===== src/rtl/lsc_pkg.sv =====
// ----------------------------------------------------------------------------
// lsc_pkg
// Shared types and constants of the label setting command decoder: the
// settings record, command letters, event and status codes, register map.
// ----------------------------------------------------------------------------
package lsc_pkg;

  localparam int unsigned CFG_ADDR_W = 5;
  localparam int unsigned CFG_DATA_W = 32;

  // The eight label settings, also used for the default register bank.
  typedef struct packed {
    logic [11:0] width;
    logic [11:0] height;
    logic [7:0]  gap;
    logic [3:0]  font;
    logic [3:0]  x_scale;
    logic [3:0]  y_scale;
    logic [11:0] left;
    logic [11:0] top;
  } settings_t;

  localparam settings_t SETTINGS_RESET = '{
    width:   12'd400,
    height:  12'd240,
    gap:     8'd16,
    font:    4'd1,
    x_scale: 4'd1,
    y_scale: 4'd1,
    left:    12'd0,
    top:     12'd0
  };

  // Register indexes of the default bank.
  localparam logic [2:0] REG_WIDTH   = 3'd0;
  localparam logic [2:0] REG_HEIGHT  = 3'd1;
  localparam logic [2:0] REG_GAP     = 3'd2;
  localparam logic [2:0] REG_FONT    = 3'd3;
  localparam logic [2:0] REG_X_SCALE = 3'd4;
  localparam logic [2:0] REG_Y_SCALE = 3'd5;
  localparam logic [2:0] REG_LEFT    = 3'd6;
  localparam logic [2:0] REG_TOP     = 3'd7;

  // Command letters in ASCII.
  localparam logic [7:0] CMD_WIDTH   = 8'h57; // W
  localparam logic [7:0] CMD_HEIGHT  = 8'h48; // H
  localparam logic [7:0] CMD_GAP     = 8'h47; // G
  localparam logic [7:0] CMD_FONT    = 8'h46; // F
  localparam logic [7:0] CMD_X_SCALE = 8'h58; // X
  localparam logic [7:0] CMD_Y_SCALE = 8'h59; // Y
  localparam logic [7:0] CMD_LEFT    = 8'h4C; // L
  localparam logic [7:0] CMD_TOP     = 8'h54; // T
  localparam logic [7:0] CMD_DEFAULT = 8'h44; // D
  localparam logic [7:0] CMD_LOAD    = 8'h52; // R
  localparam logic [7:0] CMD_SAVE    = 8'h53; // S
  localparam logic [7:0] CMD_PRINT   = 8'h50; // P

  typedef enum logic [1:0] {
    KIND_NONE  = 2'd0,
    KIND_PRINT = 2'd1,
    KIND_SAVE  = 2'd2,
    KIND_LOAD  = 2'd3
  } kind_e;

  typedef enum logic [1:0] {
    ST_CHANGED  = 2'd0,
    ST_REQUEST  = 2'd1,
    ST_REJECTED = 2'd2,
    ST_UNKNOWN  = 2'd3
  } status_e;

  // Millimetres to dots at eight dots per millimetre.
  function automatic logic [11:0] mm_to_dots(input logic [7:0] mm);
    mm_to_dots = {1'b0, mm, 3'b000};
  endfunction

  // Tenths of a millimetre to dots, rounded: (v*8+5)/10. The divide by ten
  // is a multiply by 3277/32768, exact for every dividend below 2048.
  function automatic logic [7:0] tenths_to_dots(input logic [7:0] tenths);
    logic [10:0] num;
    logic [22:0] prod;
    num  = {tenths, 3'b000} + 11'd5;
    prod = 23'(num) * 23'd3277;
    tenths_to_dots = prod[22:15];
  endfunction

endpackage


===== src/rtl/lsc_intf.sv =====
// ----------------------------------------------------------------------------
// lsc_intf
// Valid/ready channels of the label setting command decoder: the command
// request channel and the result channel.
// ----------------------------------------------------------------------------
interface lsc_cmd_if;
  logic       valid;
  logic       ready;
  logic [7:0] command;
  logic [7:0] value;

  modport source (output valid, output command, output value, input ready);
  modport sink   (input valid, input command, input value, output ready);
endinterface

interface lsc_res_if;
  logic        valid;
  logic        ready;
  logic [11:0] label_width_dots;
  logic [11:0] label_height_dots;
  logic [7:0]  gap_dots;
  logic [3:0]  font_number;
  logic [3:0]  font_x_scale;
  logic [3:0]  font_y_scale;
  logic [11:0] left_margin_dots;
  logic [11:0] top_margin_dots;
  logic [1:0]  request_kind;
  logic [3:0]  request_slot;
  logic [1:0]  status;

  modport source (
    output valid, output label_width_dots, output label_height_dots,
    output gap_dots, output font_number, output font_x_scale,
    output font_y_scale, output left_margin_dots, output top_margin_dots,
    output request_kind, output request_slot, output status,
    input ready
  );
  modport sink (
    input valid, input label_width_dots, input label_height_dots,
    input gap_dots, input font_number, input font_x_scale,
    input font_y_scale, input left_margin_dots, input top_margin_dots,
    input request_kind, input request_slot, input status,
    output ready
  );
endinterface


===== src/rtl/lsc_cfg.sv =====
// ----------------------------------------------------------------------------
// lsc_cfg
// APB register bank holding the eight default settings that the reset-to-
// defaults command loads.
// ----------------------------------------------------------------------------
module lsc_cfg (
  input  logic                            clk_i,
  input  logic                            rst_ni,
  input  logic                            psel,
  input  logic                            penable,
  input  logic                            pwrite,
  input  logic [lsc_pkg::CFG_ADDR_W-1:0]  paddr,
  input  logic [lsc_pkg::CFG_DATA_W-1:0]  pwdata,
  output logic [lsc_pkg::CFG_DATA_W-1:0]  prdata,
  output logic                            pready,
  output lsc_pkg::settings_t              defaults_o
);

  lsc_pkg::settings_t defaults_q;
  logic               wr_en;
  logic [2:0]         reg_idx;

  assign pready  = 1'b1;
  assign wr_en   = psel && penable && pwrite;
  assign reg_idx = paddr[4:2];

  always_ff @(posedge clk_i or negedge rst_ni) begin
    if (!rst_ni) begin
      defaults_q <= lsc_pkg::SETTINGS_RESET;
    end else if (wr_en) begin
      case (reg_idx)
        lsc_pkg::REG_WIDTH:   defaults_q.width   <= pwdata[11:0];
        lsc_pkg::REG_HEIGHT:  defaults_q.height  <= pwdata[11:0];
        lsc_pkg::REG_GAP:     defaults_q.gap     <= pwdata[7:0];
        lsc_pkg::REG_FONT:    defaults_q.font    <= pwdata[3:0];
        lsc_pkg::REG_X_SCALE: defaults_q.x_scale <= pwdata[3:0];
        lsc_pkg::REG_Y_SCALE: defaults_q.y_scale <= pwdata[3:0];
        lsc_pkg::REG_LEFT:    defaults_q.left    <= pwdata[11:0];
        lsc_pkg::REG_TOP:     defaults_q.top     <= pwdata[11:0];
        default: ;
      endcase
    end
  end

  always_comb begin
    case (reg_idx)
      lsc_pkg::REG_WIDTH:   prdata = 32'(defaults_q.width);
      lsc_pkg::REG_HEIGHT:  prdata = 32'(defaults_q.height);
      lsc_pkg::REG_GAP:     prdata = 32'(defaults_q.gap);
      lsc_pkg::REG_FONT:    prdata = 32'(defaults_q.font);
      lsc_pkg::REG_X_SCALE: prdata = 32'(defaults_q.x_scale);
      lsc_pkg::REG_Y_SCALE: prdata = 32'(defaults_q.y_scale);
      lsc_pkg::REG_LEFT:    prdata = 32'(defaults_q.left);
      lsc_pkg::REG_TOP:     prdata = 32'(defaults_q.top);
      default:              prdata = '0;
    endcase
  end

  assign defaults_o = defaults_q;

endmodule


===== src/rtl/label_setting_command_decoder.sv =====
// ----------------------------------------------------------------------------
// label_setting_command_decoder
// Decodes label printer setting commands, keeps the eight label settings and
// reports them with any print, save or load event for every request.
// ----------------------------------------------------------------------------
// One command request is taken per clock cycle while the command register is
// empty or its command moves on into the result register. The rate is set by
// the single decode stage that sits between the command register and the
// result register; a stalled result only holds the command register behind
// it, so a command can wait there before its result is registered.
// The result always shows the eight settings as they stand after the command.
// The default settings live in APB registers at byte address 4*index and are
// copied into the live settings by a D command with value zero.
module label_setting_command_decoder #(
  parameter int unsigned SLOT_COUNT = 10
) (
  input  logic                            clk_i,
  input  logic                            rst_ni,
  lsc_cmd_if.sink                         cmd_i,
  lsc_res_if.source                       res_o,
  input  logic                            psel,
  input  logic                            penable,
  input  logic                            pwrite,
  input  logic [lsc_pkg::CFG_ADDR_W-1:0]  paddr,
  input  logic [lsc_pkg::CFG_DATA_W-1:0]  pwdata,
  output logic [lsc_pkg::CFG_DATA_W-1:0]  prdata,
  output logic                            pready
);

  lsc_pkg::settings_t defaults;

  logic               in_valid_q;
  logic [7:0]         cmd_q;
  logic [7:0]         val_q;
  logic               out_valid_q;
  lsc_pkg::settings_t settings_q, settings_d;
  lsc_pkg::kind_e     kind_q, kind_d;
  logic [3:0]         slot_q, slot_d;
  lsc_pkg::status_e   status_q, status_d;

  logic accept;
  logic advance;
  logic small_ok;
  logic slot_ok;

  lsc_cfg u_cfg (
    .clk_i      (clk_i),
    .rst_ni     (rst_ni),
    .psel       (psel),
    .penable    (penable),
    .pwrite     (pwrite),
    .paddr      (paddr),
    .pwdata     (pwdata),
    .prdata     (prdata),
    .pready     (pready),
    .defaults_o (defaults)
  );

  // The decode stage moves on when the result register is empty or drained.
  assign advance     = in_valid_q && (!out_valid_q || res_o.ready);
  assign cmd_i.ready = !in_valid_q || advance;
  assign accept      = cmd_i.valid && cmd_i.ready;

  always_ff @(posedge clk_i or negedge rst_ni) begin
    if (!rst_ni) begin
      in_valid_q <= 1'b0;
    end else if (accept) begin
      in_valid_q <= 1'b1;
    end else if (advance) begin
      in_valid_q <= 1'b0;
    end
  end

  always_ff @(posedge clk_i) begin
    if (accept) begin
      cmd_q <= cmd_i.command;
      val_q <= cmd_i.value;
    end
  end

  assign small_ok = (val_q >= 8'd1) && (val_q <= 8'd8);
  assign slot_ok  = {1'b0, val_q} < 9'(SLOT_COUNT);

  always_comb begin
    settings_d = settings_q;
    kind_d     = lsc_pkg::KIND_NONE;
    slot_d     = 4'd0;
    status_d   = lsc_pkg::ST_CHANGED;
    case (cmd_q)
      lsc_pkg::CMD_WIDTH: begin
        if (val_q != 8'd0) settings_d.width = lsc_pkg::mm_to_dots(val_q);
        else status_d = lsc_pkg::ST_REJECTED;
      end
      lsc_pkg::CMD_HEIGHT: begin
        if (val_q != 8'd0) settings_d.height = lsc_pkg::mm_to_dots(val_q);
        else status_d = lsc_pkg::ST_REJECTED;
      end
      lsc_pkg::CMD_GAP: settings_d.gap = lsc_pkg::tenths_to_dots(val_q);
      lsc_pkg::CMD_FONT: begin
        if (small_ok) settings_d.font = val_q[3:0];
        else status_d = lsc_pkg::ST_REJECTED;
      end
      lsc_pkg::CMD_X_SCALE: begin
        if (small_ok) settings_d.x_scale = val_q[3:0];
        else status_d = lsc_pkg::ST_REJECTED;
      end
      lsc_pkg::CMD_Y_SCALE: begin
        if (small_ok) settings_d.y_scale = val_q[3:0];
        else status_d = lsc_pkg::ST_REJECTED;
      end
      lsc_pkg::CMD_LEFT: settings_d.left = lsc_pkg::mm_to_dots(val_q);
      lsc_pkg::CMD_TOP:  settings_d.top  = lsc_pkg::mm_to_dots(val_q);
      lsc_pkg::CMD_DEFAULT: begin
        if (val_q == 8'd0) settings_d = defaults;
        else status_d = lsc_pkg::ST_REJECTED;
      end
      lsc_pkg::CMD_SAVE, lsc_pkg::CMD_LOAD: begin
        if (slot_ok) begin
          kind_d   = (cmd_q == lsc_pkg::CMD_SAVE) ? lsc_pkg::KIND_SAVE
                                                  : lsc_pkg::KIND_LOAD;
          slot_d   = val_q[3:0];
          status_d = lsc_pkg::ST_REQUEST;
        end else begin
          status_d = lsc_pkg::ST_REJECTED;
        end
      end
      lsc_pkg::CMD_PRINT: begin
        kind_d   = lsc_pkg::KIND_PRINT;
        status_d = lsc_pkg::ST_REQUEST;
      end
      default: status_d = lsc_pkg::ST_UNKNOWN;
    endcase
  end

  // The live settings double as the settings part of the result register:
  // they only change when a new result is loaded.
  always_ff @(posedge clk_i or negedge rst_ni) begin
    if (!rst_ni) begin
      out_valid_q <= 1'b0;
      settings_q  <= lsc_pkg::SETTINGS_RESET;
    end else if (advance) begin
      out_valid_q <= 1'b1;
      settings_q  <= settings_d;
    end else if (res_o.ready) begin
      out_valid_q <= 1'b0;
    end
  end

  always_ff @(posedge clk_i) begin
    if (advance) begin
      kind_q   <= kind_d;
      slot_q   <= slot_d;
      status_q <= status_d;
    end
  end

  assign res_o.valid             = out_valid_q;
  assign res_o.label_width_dots  = settings_q.width;
  assign res_o.label_height_dots = settings_q.height;
  assign res_o.gap_dots          = settings_q.gap;
  assign res_o.font_number       = settings_q.font;
  assign res_o.font_x_scale      = settings_q.x_scale;
  assign res_o.font_y_scale      = settings_q.y_scale;
  assign res_o.left_margin_dots  = settings_q.left;
  assign res_o.top_margin_dots   = settings_q.top;
  assign res_o.request_kind      = kind_q;
  assign res_o.request_slot      = slot_q;
  assign res_o.status            = status_q;

endmodule

===== src/flat_wrapper.sv =====
// flat-port wrapper written by rule: the top's interface ports become plain ports
module label_setting_command_decoder_flat 
#(
  parameter int unsigned SLOT_COUNT = 10
)
  (clk_i, rst_ni, psel, penable, pwrite, paddr, pwdata, prdata, pready, cmd_i_valid, cmd_i_command, cmd_i_value, cmd_i_ready, res_o_valid, res_o_label_width_dots, res_o_label_height_dots, res_o_gap_dots, res_o_font_number, res_o_font_x_scale, res_o_font_y_scale, res_o_left_margin_dots, res_o_top_margin_dots, res_o_request_kind, res_o_request_slot, res_o_status, res_o_ready);
  lsc_cmd_if cmd_i_i ();
  lsc_res_if res_o_i ();
  input  logic clk_i;
  input  logic rst_ni;
  input  logic psel;
  input  logic penable;
  input  logic pwrite;
  input  logic [lsc_pkg::CFG_ADDR_W-1:0] paddr;
  input  logic [lsc_pkg::CFG_DATA_W-1:0] pwdata;
  output logic [lsc_pkg::CFG_DATA_W-1:0] prdata;
  output logic pready;
  input wire logic [$bits(cmd_i_i.valid)-1:0] cmd_i_valid;
  input wire logic [$bits(cmd_i_i.command)-1:0] cmd_i_command;
  input wire logic [$bits(cmd_i_i.value)-1:0] cmd_i_value;
  output wire logic [$bits(cmd_i_i.ready)-1:0] cmd_i_ready;
  output wire logic [$bits(res_o_i.valid)-1:0] res_o_valid;
  output wire logic [$bits(res_o_i.label_width_dots)-1:0] res_o_label_width_dots;
  output wire logic [$bits(res_o_i.label_height_dots)-1:0] res_o_label_height_dots;
  output wire logic [$bits(res_o_i.gap_dots)-1:0] res_o_gap_dots;
  output wire logic [$bits(res_o_i.font_number)-1:0] res_o_font_number;
  output wire logic [$bits(res_o_i.font_x_scale)-1:0] res_o_font_x_scale;
  output wire logic [$bits(res_o_i.font_y_scale)-1:0] res_o_font_y_scale;
  output wire logic [$bits(res_o_i.left_margin_dots)-1:0] res_o_left_margin_dots;
  output wire logic [$bits(res_o_i.top_margin_dots)-1:0] res_o_top_margin_dots;
  output wire logic [$bits(res_o_i.request_kind)-1:0] res_o_request_kind;
  output wire logic [$bits(res_o_i.request_slot)-1:0] res_o_request_slot;
  output wire logic [$bits(res_o_i.status)-1:0] res_o_status;
  input wire logic [$bits(res_o_i.ready)-1:0] res_o_ready;
  assign cmd_i_i.valid = cmd_i_valid;
  assign cmd_i_i.command = cmd_i_command;
  assign cmd_i_i.value = cmd_i_value;
  assign cmd_i_ready = cmd_i_i.ready;
  assign res_o_valid = res_o_i.valid;
  assign res_o_label_width_dots = res_o_i.label_width_dots;
  assign res_o_label_height_dots = res_o_i.label_height_dots;
  assign res_o_gap_dots = res_o_i.gap_dots;
  assign res_o_font_number = res_o_i.font_number;
  assign res_o_font_x_scale = res_o_i.font_x_scale;
  assign res_o_font_y_scale = res_o_i.font_y_scale;
  assign res_o_left_margin_dots = res_o_i.left_margin_dots;
  assign res_o_top_margin_dots = res_o_i.top_margin_dots;
  assign res_o_request_kind = res_o_i.request_kind;
  assign res_o_request_slot = res_o_i.request_slot;
  assign res_o_status = res_o_i.status;
  assign res_o_i.ready = res_o_ready;
  label_setting_command_decoder #(.SLOT_COUNT(SLOT_COUNT)) u_core (.clk_i(clk_i), .rst_ni(rst_ni), .cmd_i(cmd_i_i), .res_o(res_o_i), .psel(psel), .penable(penable), .pwrite(pwrite), .paddr(paddr), .pwdata(pwdata), .prdata(prdata), .pready(pready));
endmodule

===== config.mk =====
export PLATFORM = sky130hd
export DESIGN_NAME = label_setting_command_decoder_flat
export DESIGN_NICKNAME = d
export VERILOG_FILES = /design/src/rtl/lsc_pkg.sv /design/src/rtl/lsc_intf.sv /design/src/rtl/lsc_cfg.sv /design/src/rtl/label_setting_command_decoder.sv /design/src/flat_wrapper.sv
export SDC_FILE = /design/constraint.sdc
export NUM_CORES = 1
export LEC_CHECK = 0
export BUFFER_PORTS_ARGS = -buffer_cell sky130_fd_sc_hd__clkbuf_2
export CAP_MARGIN = 30
export CELL_PAD_IN_SITES_DETAIL_PLACEMENT = 1
export CELL_PAD_IN_SITES_GLOBAL_PLACEMENT = 1
export CORE_MARGIN = 3
export CORE_UTILIZATION = 40
export CTS_CLUSTER_SIZE = 14
export DETAILED_ROUTE_END_ITERATION = 8
export PLACE_DENSITY_LB_ADDON = 0.25
export SLEW_MARGIN = 20
export SYNTH_ARGS = -nofsm -noshare
export SYNTH_HDL_FRONTEND = slang
export SYNTH_SLANG_ARGS = --single-unit

===== constraint.sdc =====
create_clock -name clk_i -period 4.9 [get_ports clk_i]
set_clock_uncertainty 0.2 [all_clocks]
set_input_delay 1.47 -clock clk_i [delete_from_list [all_inputs] [get_ports clk_i]]
set_output_delay 1.47 -clock clk_i [all_outputs]
set_load 0.01 [all_outputs]

==> key figures, run 1 <==
GRT
  • Met1 Usage GRT: between 20% and 30%
  • First-pass GRT wire length: 45.1 mm
  • Largest net degree at the start of global routing: 79
  • Busiest grt layer: met2
  • GR Util met3: 4.98%
  • Overflow after GRT: 0
  • Vias in the first global route: approximately 8000
  • Total track usage: between 20% and 30%
  • Number of antenna violations at the first check in global routing: 0
  • Grt met2 use: 37.8%

Worst setup path
  • R2R Path End: u_core.res_o.gap_dots[7]
  • Critical path class: reg -> reg
  • Critical path fanouts, max: 4
  • Worst reg2reg setup slack: about 110 ps
  • Req. time, crit path: 5040 ps
  • Worst setup EP type: register
  • RR Startpoint: u_core.val_q[7]
  • R2R cell count: 17
  • Startpoint types: register
  • Arrival @ worst endpoint: 4930 ps

Run status
  • Outcome: finished clean

Finish
  • Final net count: about 1200
  • Fillcell total: between 2000 and 3000
  • Share of cells above drive strength 1: between 30% and 40%
  • P&R area growth vs syn: 20.1%
  • Commonest non-fill, non-tap cells in the layout: clkbuf_2, dfrtp_1, a21oi_1
  • ANT cells: 0
  • Design area: roughly 12000 µm²
  • Area occupied by multi-input gates: 4960 µm²
  • Commonest non-fill, non-tap cell in the layout: clkbuf_2
  • Sequential Area: between 4000 and 5000 µm²

CTS
  • H-tree depth: 4
  • Worst skew pair latency: around 430 ps
  • CTS max path bufs: 2
  • Root buffer cell: clkbuf_16
  • Num CTS Buffers: 17
  • CTS tree: done
  • Clk slew on worst S/H paths: 70 ps
  • Clock sinks: 162

Power and ir drop
  • Pwr Density: around 430 nW/µm²
  • Pwr Total: slightly below 5 mW
  • VDD IR max: about 0.23 mV
  • Pleak: 5.61 nW

Floorplan
  • Initial Util: a little over 40%
  • Die extent in x: about 160 µm
  • Die area: roughly 26000 µm²
  • Cell Rows: 56
  • IO Pins: 171
  • Core box area: 23500 µm²
  • Die H: between 150 and 200 µm

Drt
  • Post-route ant nets: 0
  • DRC viols: 0
  • Drt pass-1 iters: 4
  • WL final: 28.8 mm
  • Via density: approximately 5.3
  • Vias post-DR: 7490
  • Drt initial violations: 376
  • Routed len/inst: between 20 and 25 µm

Place
  • Placed cell areas: approximately 11000 µm²
  • Detailed-placement wirelength estimate: between 20 and 25 mm
  • GP Congestion: 0.829
  • PortBufs: 127

Logic synthesis
  • Mapped Cells: ~900
  • Cell variety after synth: between 60 and 70
  • Average size of a mapped cell: 10.4 µm²
  • Yosys reg bits: 162
  • Mapped cell area: slightly below 10000 µm²
  • Yosys warns: 0
  • Most used DFF post-synth: dfrtp_1
  • Post-synth EDFFs: 24
  • Post-synthesis sequential area ratio: roughly 44%
  • Post-synth ARST share: 85.2%

Timing
  • Max frequency: about 210 MHz
  • Final Hold Vio Count: 0
  • Final min period: around 4800 ps
  • Final Setup Violations: 0
  • Slew Viols, Final: 0
  • RSZ-0062 raised after global routing: yes
  • Slew headroom: between 30% and 40%
  • Least-Margin Pin Slew: 1020 ps
  • Period utilisation layout: 97.8%

Flow run
  • Max-cap viol count: 0

Hold path
  • Hold path cells: 2
  • Hold Path Class: reg -> reg
  • Hold Startpoint: u_core.res_o.font_x_scale[0]
  • Hold Path Sink: u_core.res_o.font_x_scale[0]
==> worst max-delay path by stage <==
stage / from / end / cells past startpoint
4_1_cts: u_core.val_q[6] / u_core.res_o.gap_dots[7] / 18
3_3_place_gp: u_core.val_q[5] / u_core.res_o.gap_dots[7] / 15
5_1_grt: u_core.val_q[2] / u_core.res_o.gap_dots[0] / 19
2_1_floorplan: u_core.val_q[5] / u_core.res_o.gap_dots[7] / 15
6_report: u_core.val_q[7] / u_core.res_o.gap_dots[7] / 17
3_5_place_dp: u_core.val_q[5] / u_core.res_o.gap_dots[7] / 15
==> registers in the layout, summed over array words and instances (netlist names) <==
| register | flops |
|---|---|
| u_core.cmd_q | 8 |
| u_core.in_valid_q | 1 |
| u_core.res_o.font_number | 4 |
| u_core.res_o.font_x_scale | 4 |
| u_core.res_o.font_y_scale | 4 |
| u_core.res_o.gap_dots | 8 |
| u_core.res_o.label_height_dots | 12 |
| u_core.res_o.label_width_dots | 12 |
| u_core.res_o.left_margin_dots | 12 |
| u_core.res_o.request_kind | 2 |
| u_core.res_o.request_slot | 4 |
| u_core.res_o.status | 2 |
| u_core.res_o.top_margin_dots | 12 |
| u_core.res_o.valid | 1 |
| u_core.u_cfg.defaults_o | 68 |
| u_core.val_q | 8 |
==> critical path, cell delays in order, from the launching register on <==
cell	delay, ps
edfxtp_1	520
inv_2	130
ha_4	210
fa_1	550
inv_1	50
ha_1	280
inv_1	50
fa_1	500
inv_1	60
fa_1	390
inv_1	70
ha_1	270
a21oi_2	190
o21ai_2	80
a221oi_2	320
nand2_1	120
or4b_4	490
a41oi_2	190
==> stage by stage <==
step | TNS [ps] | worst slack (ps) | util [%] | hold slack [ps] | std cells
global placement | -82.2 | -82.2 | 45.6 | 262 | 1369
global route | -103 | -47.0 | 49.1 | 297 | 1411
finish | 0 | 110 | 49.1 | 269 | 1411
CTS | 0 | 13.0 | 48.4 | 274 | 1407
floorplan | 0 | 138 | - | 249 | 942
detailed placement | -314 | -181 | 45.7 | 263 | 1370
==> cell type report <==
class                   instances  area share, %
multi-input cells             626           42.9
clock inverters                15           1.20
well taps                     319           3.45
flip-flops and latches        162           36.4
repair buffers                182           9.44
clock buffers                  17           3.68
inverters                      90           2.92
==> report_power, final <==
group / leakage, nW / switching, mW / internal (mW) / total, mW
Clock: 0.265 / 0.628 / 0.672 / 1.30
Combinational: 3.47 / 1.06 / 0.882 / 1.94
Sequential: 1.87 / 0.141 / 1.55 / 1.69
==> layer usage <==
layer / wire length [µm] / up-vias
met5: 0 / -
met4: 334 / 0
met2: 14400 / 152
met3: 1590 / 18
met1: 12500 / 3819
li1: - / 3501
==> cell families (layout without fill, tap and decap cells) <==
family,Yosys count,count (layout),synth area share (%)
other,2,21,0.0780
AO/OA/AOI/OAI,191,191,11.6
flip-flops,162,162,43.7
XOR/XNOR,7,7,0.780
adder cells (fa/ha/maj),92,92,13.8
multiplexers,108,108,12.2
AND/OR/NAND/NOR,207,207,10.8
buffers and inverters,154,304,7.05
==> synth_stat cells (3+ instances only) <==
cell type  count  share of area, %
o22ai_1       11              0.72
mux2i_1       33               3.4
fa_1          23               4.8
nand2b_1       8              0.52
a21oi_1      101               5.3
nor3b_1        7              0.55
ha_1          69               9.0
and3_1         6              0.39
edfxtp_1      24               7.5
mux2_2        75               8.8
a211oi_1       4              0.31
a21o_1         5              0.39
buf_1          5              0.20
clkbuf_1      26               1.0
nor3_1        11              0.57
and2_1         3              0.20
nand3_1       31               1.6
dfrtp_1      116                30
dfstp_2       22               6.0
o21bai_1       3              0.23
nand2_1       30               1.2
inv_1         90               3.5
nand4_1       11              0.72
a31oi_1        9              0.59
o211ai_1       3              0.23
xnor2_1        5              0.46
and4_1         5              0.46
nor2b_1        4              0.26
nor2_1        76               3.0
buf_2         11              0.57
o21ai_0       30               1.6
buf_4         21               1.6
==> repair_timing <==
| action | 4_1_cts | 5_1_grt |
|---|---|---|
| pin swaps | 6 | 16 |
| setup buffers | 5 | 3 |
| hold buffers | 0 | 0 |
| setup endpoints to repair | 5 | 7 |
| gates cloned | 0 | 0 |
| resized for setup | 5 | 29 |
Note: power is estimated with default switching activity, not from simulation.
==> run 2, diff against run 1 <==
CORE_MARGIN = default   (was 3)
CORE_UTILIZATION = 41   (was 40)
CTS_BUF_LIST = sky130_fd_sc_hd__clkbuf_8   (was default)
REMOVE_ABC_BUFFERS = 1   (was default)
==> key figures, run 2 (same netlist as run 1, synthesis figures left out) <==
Power and ir drop
  • Sequential power share: 35.1% (+0.8 points)
  • Clock network power share: 23.5% (-2.8 points)
  • VDD IR max: 0.269 mV (+15%)
  • Pwr Density: 419 nW/µm² (-1.8%)
  • Pleak: 5.58 nW (-0.53%)
  • Switching part of the total power: 37.0% (-0.12 points)
  • Logic pwr share: 41.4% (+2.0 points)
  • Int Pwr: 3.02 mW (-2.6%)
  • Net Sw Power: 1.77 mW (-3.1%)

Timing
  • Final Hold Vio Count: 0 (unchanged)
  • Slew headroom: 40.4% (+8.2 points)
  • Period utilisation layout: 96.7% (-1.1 points)
  • Least-Margin Pin Slew: 891 ps (-126 ps)
  • Max frequency: 211 MHz (+1.1%)
  • Final Setup Violations: 0 (unchanged)
  • Slew Viols, Final: 0 (unchanged)
  • Final min period: 4740 ps (-54.0 ps)

Finish
  • Share of cells above drive strength 1: 31.7% (+0.18 points)
  • Design area: 11400 µm² (-0.96%)
  • Number of flip-flops under the largest register name: 68 (unchanged)
  • Commonest non-fill, non-tap cell in the layout: clkbuf_2
  • Final net count: 1231 (unchanged)
  • Commonest non-fill, non-tap cells in the layout: clkbuf_2, dfrtp_1, a21oi_1
  • P&R area growth vs syn: 18.9%
  • Post-route insts no fill: 1406 (-0.35%)

CTS
  • Root buffer cell: clkbuf_8
  • Num CTS Buffers: 17 (unchanged)
  • CTS max path bufs: 2 (unchanged)
  • Clock sinks: 162 (unchanged)
  • H-tree depth: 4 (unchanged)
  • Clk slew on worst S/H paths: 100 ps (+30 ps)
  • Cts hold-fix bufs: 0 (unchanged)
  • CTS tree: done
  • Worst skew pair latency: 480 ps (+50 ps)

Hold path
  • Hold path cells: 2 (unchanged)
  • Hold Path Class: reg -> reg
  • Hold Path Sink: u_core.res_o.font_y_scale[0]
  • Hold Startpoint: u_core.res_o.font_y_scale[0]

Worst setup path
  • Req. time, crit path: 5100 ps (+60 ps)
  • Critical path fanouts, max: 4 (unchanged)
  • Worst reg2reg setup slack: 160 ps (+50 ps)
  • R2R cell count: 15 (-2)
  • Worst setup EP type: register
  • RR Startpoint: u_core.val_q[5]
  • R2R Path End: u_core.res_o.gap_dots[7]
  • Critical path class: reg -> reg
  • Startpoint types: register
  • Arrival @ worst endpoint: 4940 ps (about the same)

Floorplan
  • Initial Util: 42.1% (+1.2 points)
  • Die H: 155 µm (-3.7%)
  • Core box area: 22800 µm² (-3.0%)
  • Die area: 24100 µm² (-7.2%)
  • Cell Rows: 55 (-1.8%)
  • IO Pins: 171 (unchanged)
  • Die extent in x: 155 µm (-3.7%)

Drt
  • Drt pass-1 iters: 4 (unchanged)
  • Post-route ant nets: 0 (unchanged)
  • Drt initial violations: 315 (-16%)
  • Vias post-DR: 7501 (+0.15%)
  • Routed len/inst: 19.7 µm (-3.5%)
  • DRC viols: 0 (unchanged)
  • Via density: 5.33 (+0.50%)
  • WL final: 27.7 mm (-3.8%)

Place
  • Placed insts: 1361 (-0.66%)
  • PortBufs: 127 (unchanged)
  • Placed cell areas: 10700 µm² (-0.37%)
  • Detailed-placement wirelength estimate: 19.9 mm (-7.3%)
  • GP Congestion: 0.837 (+0.98%)

Flow run
  • Max-cap viol count: 0 (unchanged)

GRT
  • Largest net degree at the start of global routing: 78 (-1.3%)
  • Vias in the first global route: 7789 (-2.5%)
  • Number of antenna violations at the first check in global routing: 1 (+1)
  • Overflow after GRT: 0 (unchanged)
  • First-pass GRT wire length: 43.2 mm (-4.2%)
  • Total track usage: 23.7% (+1.6 points)

Run status
  • Outcome: finished clean
## run 2: cell count changes in the layout (fill, tap and decap cells not counted), moves of 3 or more
cell	previous run	this run
bufinv_16	0	4
buf_4	50	53
clkbuf_8	0	17
clkbuf_16	17	0
## run 2: critical path: stages, from the launching register on
cell and delay (ps):
edfxtp_1 470, buf_6 160, ha_1 200, fa_1 510
inv_2 40, fa_1 500, inv_1 50, fa_1 440
fa_1 530, ha_4 220, a21oi_4 170, o21ai_2 90
a221oi_4 270, nand2_1 120, or4b_4 530, a41oi_2 170
## run 2: area by class of cell
class | instances | area (µm²)
well taps | 313 | 392
flip-flops and latches | 162 | 4200
fillers | 2616 | 11400
inverters | 90 | 338
repair buffers | 182 | 1070
multi-input cells | 626 | 4990
clock buffers | 17 | 234
clock inverters | 15 | 214
diodes | 1 | 2.50
## run 2: power by group through the flow
stage	registers, mW	clock network [mW]	logic [mW]
after floorplan	1.69	0	1.10
after global placement	1.70	0	1.64
after detailed placement	1.71	0	1.70
after CTS	1.68	1.15	1.82
after global routing	1.70	1.20	2.20
final	1.68	1.13	1.99
## run 2: worst max-delay path by stage
stage	start	endpoint	slack [ps]	cells past startpoint
after floorplan	u_core.val_q[5]	u_core.res_o.gap_dots[7]	140	15
after global placement	u_core.val_q[6]	u_core.res_o.gap_dots[7]	-80	15
after detailed placement	u_core.val_q[5]	u_core.res_o.gap_dots[7]	-150	15
after CTS	u_core.val_q[5]	u_core.res_o.gap_dots[7]	30	15
after global routing	u_core.val_q[4]	u_core.res_o.gap_dots[2]	-30	18
final	u_core.val_q[5]	u_core.res_o.gap_dots[7]	160	15
## run 2: stage by stage
stage	setup TNS, ps	hold slack [ps]	total power, mW	util (%)	worst slack (ps)
after floorplan	0	249	2.78	-	138
after global routing	-88.9	301	5.11	50.1	-29.9
after global placement	-140	259	3.34	46.9	-84.4
after detailed placement	-205	269	3.40	46.9	-146
final	0	277	4.80	50.1	164
after CTS	0	282	4.65	49.3	25.6
## run 2: timing repair
action,4_1_cts,5_1_grt
gates resized for setup,10,23
pin swaps,5,10
hold endpoints to repair,0,0
endpoints found under the setup margin,3,7
setup buffers,4,8
## run 2: per-layer routing
layer / vias to the layer above / part of all wire (%) / track usage, %
met5: - / 0 / 0
met4: 0 / 1.6 / 6.40
met3: 29 / 5.2 / 4.96
met2: 194 / 47 / 38.1
met1: 3791 / 46 / 32.6
li1: 3487 / - / -
==> run 3, diff against run 2 <==
ABC_AREA = 1   (was default)
CORE_UTILIZATION = 39   (was 41)
==> key figures, run 3 <==
Logic synthesis
  • XOR/XNOR Fraction of Synth Area: 0.454% (-0.33 points)
  • Post-synth top area cell: dfrtp_1
  • Post-Synth Adder-Cell Area: 13.7% (-0.037 points)
  • Synth Area in Simple Gates: 20.7% (+9.9 points)
  • Synth cell count leaders: nand2_1, inv_1, dfrtp_1
  • Post-synth ARST share: 85.2% (unchanged)
  • Post-synth EDFFs: 24 (unchanged)
  • Top cells by area, synth: dfrtp_1, nand2_1, ha_1, edfxtp_1, dfstp_2
  • Post-synthesis sequential area ratio: 43.5% (-0.12 points)
  • Average size of a mapped cell: 8.33 µm² (-20%)
  • Yosys reg bits: 162 (unchanged)
  • Cell variety after synth: 42 (-37%)
  • Mapped cell area: 9650 µm² (+0.27%)
  • Post-synthesis mux area share: 0% (-12 points)
  • Mapped Cells: 1159 (+26%)
  • Most used DFF post-synth: dfrtp_1
  • Area share of the largest cell type after synthesis: 30.1% (-0.082 points)
  • Largest family of logic cells by synthesized area: simple AND/OR/NAND/NOR gates
  • Yosys warns: 0 (unchanged)
  • Post-synthesis compound-gate area fraction: 11.9% (+0.21 points)
  • Most frequent cell after synthesis: nand2_1

Finish
  • Share of cells above drive strength 1: 18.0% (-14 points)
  • Commonest non-fill, non-tap cell in the layout: nand2_1
  • ANT cells: 0 (-1)
  • Fin util: 45.3% (-4.8 points)
  • Design area: 11000 µm² (-3.7%)
  • Post-route insts no fill: 1630 (+16%)
  • P&R area growth vs syn: 14.2%
  • Fillcell total: 3005 (+15%)
  • Commonest non-fill, non-tap cells in the layout: nand2_1, inv_1, clkbuf_2
  • Final net count: 1445 (+17%)
  • Number of flip-flops under the largest register name: 68 (unchanged)

Timing
  • Setup Total Neg Slack: 0 ps (unchanged)
  • Slew headroom: 38.0% (-2.4 points)
  • Final Setup Violations: 0 (unchanged)
  • Final Hold Vio Count: 0 (unchanged)
  • Setup WS post-layout: 251 ps (+87.3 ps)
  • RSZ-0062 raised after global routing: no
  • Slew Viols, Final: 0 (unchanged)
  • Least-Margin Pin Slew: 928 ps (+37.0 ps)
  • Final min period: 4650 ps (-87.3 ps)
  • Period utilisation layout: 94.9% (-1.8 points)
  • Max frequency: 215 MHz (+1.9%)

Hold path
  • Hold Startpoint: u_core.res_o.font_number[0]
  • Hold Path Sink: u_core.res_o.font_number[0]
  • Hold Path Class: reg -> reg
  • Hold path cells: 2 (unchanged)

Worst setup path
  • Arrival @ worst endpoint: 4810 ps (-130 ps)
  • Critical path fanouts, max: 4 (unchanged)
  • Req. time, crit path: 5060 ps (-40 ps)
  • Worst reg2reg setup slack: 250 ps (+90 ps)
  • Critical path class: reg -> reg
  • RR Startpoint: u_core.val_q[5]
  • R2R cell count: 18 (+3)
  • Startpoint types: register
  • Worst setup EP type: register
  • R2R Path End: u_core.res_o.gap_dots[5]

CTS
  • Clk slew on worst S/H paths: 100 ps (about the same)
  • Num CTS Buffers: 17 (unchanged)
  • CTS max path bufs: 2 (unchanged)
  • Worst skew pair latency: 470 ps (about the same)
  • Post-CTS Resized: 0 (-10)
  • Clock sinks: 162 (unchanged)
  • Cts hold-fix bufs: 0 (unchanged)
  • Post-CTS setup buffer count: 0 (-4)
  • Root buffer cell: clkbuf_8
  • H-tree depth: 4 (unchanged)
  • CTS tree: done

Floorplan
  • IO Pins: 171 (unchanged)
  • Cell Rows: 57 (+3.6%)
  • Initial Util: 39.7% (-2.4 points)
  • Die area: 25400 µm² (+5.3%)
  • Die extent in x: 159 µm (+2.6%)
  • Core box area: 24300 µm² (+6.4%)
  • Die H: 159 µm (+2.6%)

Drt
  • Routed len/inst: 17.2 µm (-13%)
  • Drt initial violations: 379 (+20%)
  • Vias post-DR: 8140 (+8.5%)
  • Drt pass-1 iters: 5 (+1)
  • WL final: 28.0 mm (+0.98%)
  • DRC viols: 0 (unchanged)
  • Via density: 4.99 (-6.4%)
  • Post-route ant nets: 0 (unchanged)

Flow run
  • Max-cap viol count: 0 (unchanged)

Run status
  • Outcome: finished clean

GRT
  • Vias in the first global route: 8405 (+7.9%)
  • Largest net degree at the start of global routing: 81 (+3.8%)
  • Overflow after GRT: 0 (unchanged)
  • Total track usage: 23.1% (-0.61 points)
  • Number of antenna violations at the first check in global routing: 0 (-1)
  • First-pass GRT wire length: 45.7 mm (+5.8%)

Power and ir drop
  • VDD IR max: 0.194 mV (-28%)
  • Pleak: 5.84 nW (+4.7%)
  • Pwr Density: 419 nW/µm² (about the same)

Place
  • Detailed-placement wirelength estimate: 21.4 mm (+7.8%)
  • Placed insts: 1598 (+17%)
  • PortBufs: 127 (unchanged)
  • Placed cell areas: 10600 µm² (-1.0%)
  • GP Congestion: 0.872 (+4.2%)
  • DP Worst Slack: 260 ps (+406 ps)
-- run 3: worst max-delay path by stage --
stage	from	to	slack [ps]
after floorplan	u_core.val_q[5]	u_core.res_o.gap_dots[2]	670
after global placement	u_core.val_q[5]	u_core.res_o.gap_dots[5]	340
after detailed placement	u_core.val_q[6]	u_core.res_o.gap_dots[5]	260
after CTS	u_core.val_q[6]	u_core.res_o.gap_dots[5]	220
after global routing	u_core.val_q[5]	u_core.res_o.gap_dots[2]	10
final	u_core.val_q[5]	u_core.res_o.gap_dots[5]	250
-- run 3: metrics by stage --
| stage | hold slack (ps) | power, mW |
|---|---|---|
| 2_1_floorplan | 253 | 3.03 |
| 3_3_place_gp | 253 | 3.58 |
| 4_1_cts | 272 | 4.67 |
| 6_report | 270 | 4.62 |
| 3_5_place_dp | 256 | 3.65 |
| 5_1_grt | 294 | 5.01 |
-- run 3: area by class of cell --
type                    instances  area, µm²  share of cell area (%)
clock buffers                  18        248                    2.25
well taps                     324        405                    3.68
multi-input cells             803       4590                    41.7
clock inverters                14        158                    1.43
repair buffers                148        812                    7.37
flip-flops and latches        162       4200                    38.1
inverters                     161        607                    5.51
-- run 3: worst max-delay path, cell delays in order (launching register included) --
cell,delay [ps]
edfxtp_1,420
inv_1,130
ha_1,300
fa_1,530
inv_1,50
fa_1,510
inv_1,70
fa_1,550
fa_1,440
ha_1,330
nand2_1,60
inv_1,100
nand2_1,60
o21ai_0,320
nand2_1,140
nand3_1,110
nand3_1,80
nand2_1,90
nand2_1,50
-- run 3: per-layer routing --
metal	part of all wire, %	global-route usage (%)
met5	0	0
met4	0.85	4.98
met3	3.3	3.41
met2	48	38.0
met1	48	32.4
-- run 3: kinds of logic (layout without fill, tap and decap cells) --
logic type	count (synthesis)	after routing
adder cells (fa/ha/maj)	92	92
AO/OA/AOI/OAI	196	196
AND/OR/NAND/NOR	489	489
XOR/XNOR	5	5
flip-flops	162	162
buffers and inverters	213	341
other	2	21
-- run 3: power by group --
| part | internal [mW] | switching (mW) | total, mW | leakage (nW) |
|---|---|---|---|---|
| sequential | 1.57 | 0.122 | 1.69 | 1.98 |
| combinational | 0.689 | 1.23 | 1.92 | 3.65 |
| clock | 0.401 | 0.602 | 1.00 | 0.206 |
| total | 2.66 | 1.96 | 4.62 | 5.84 |
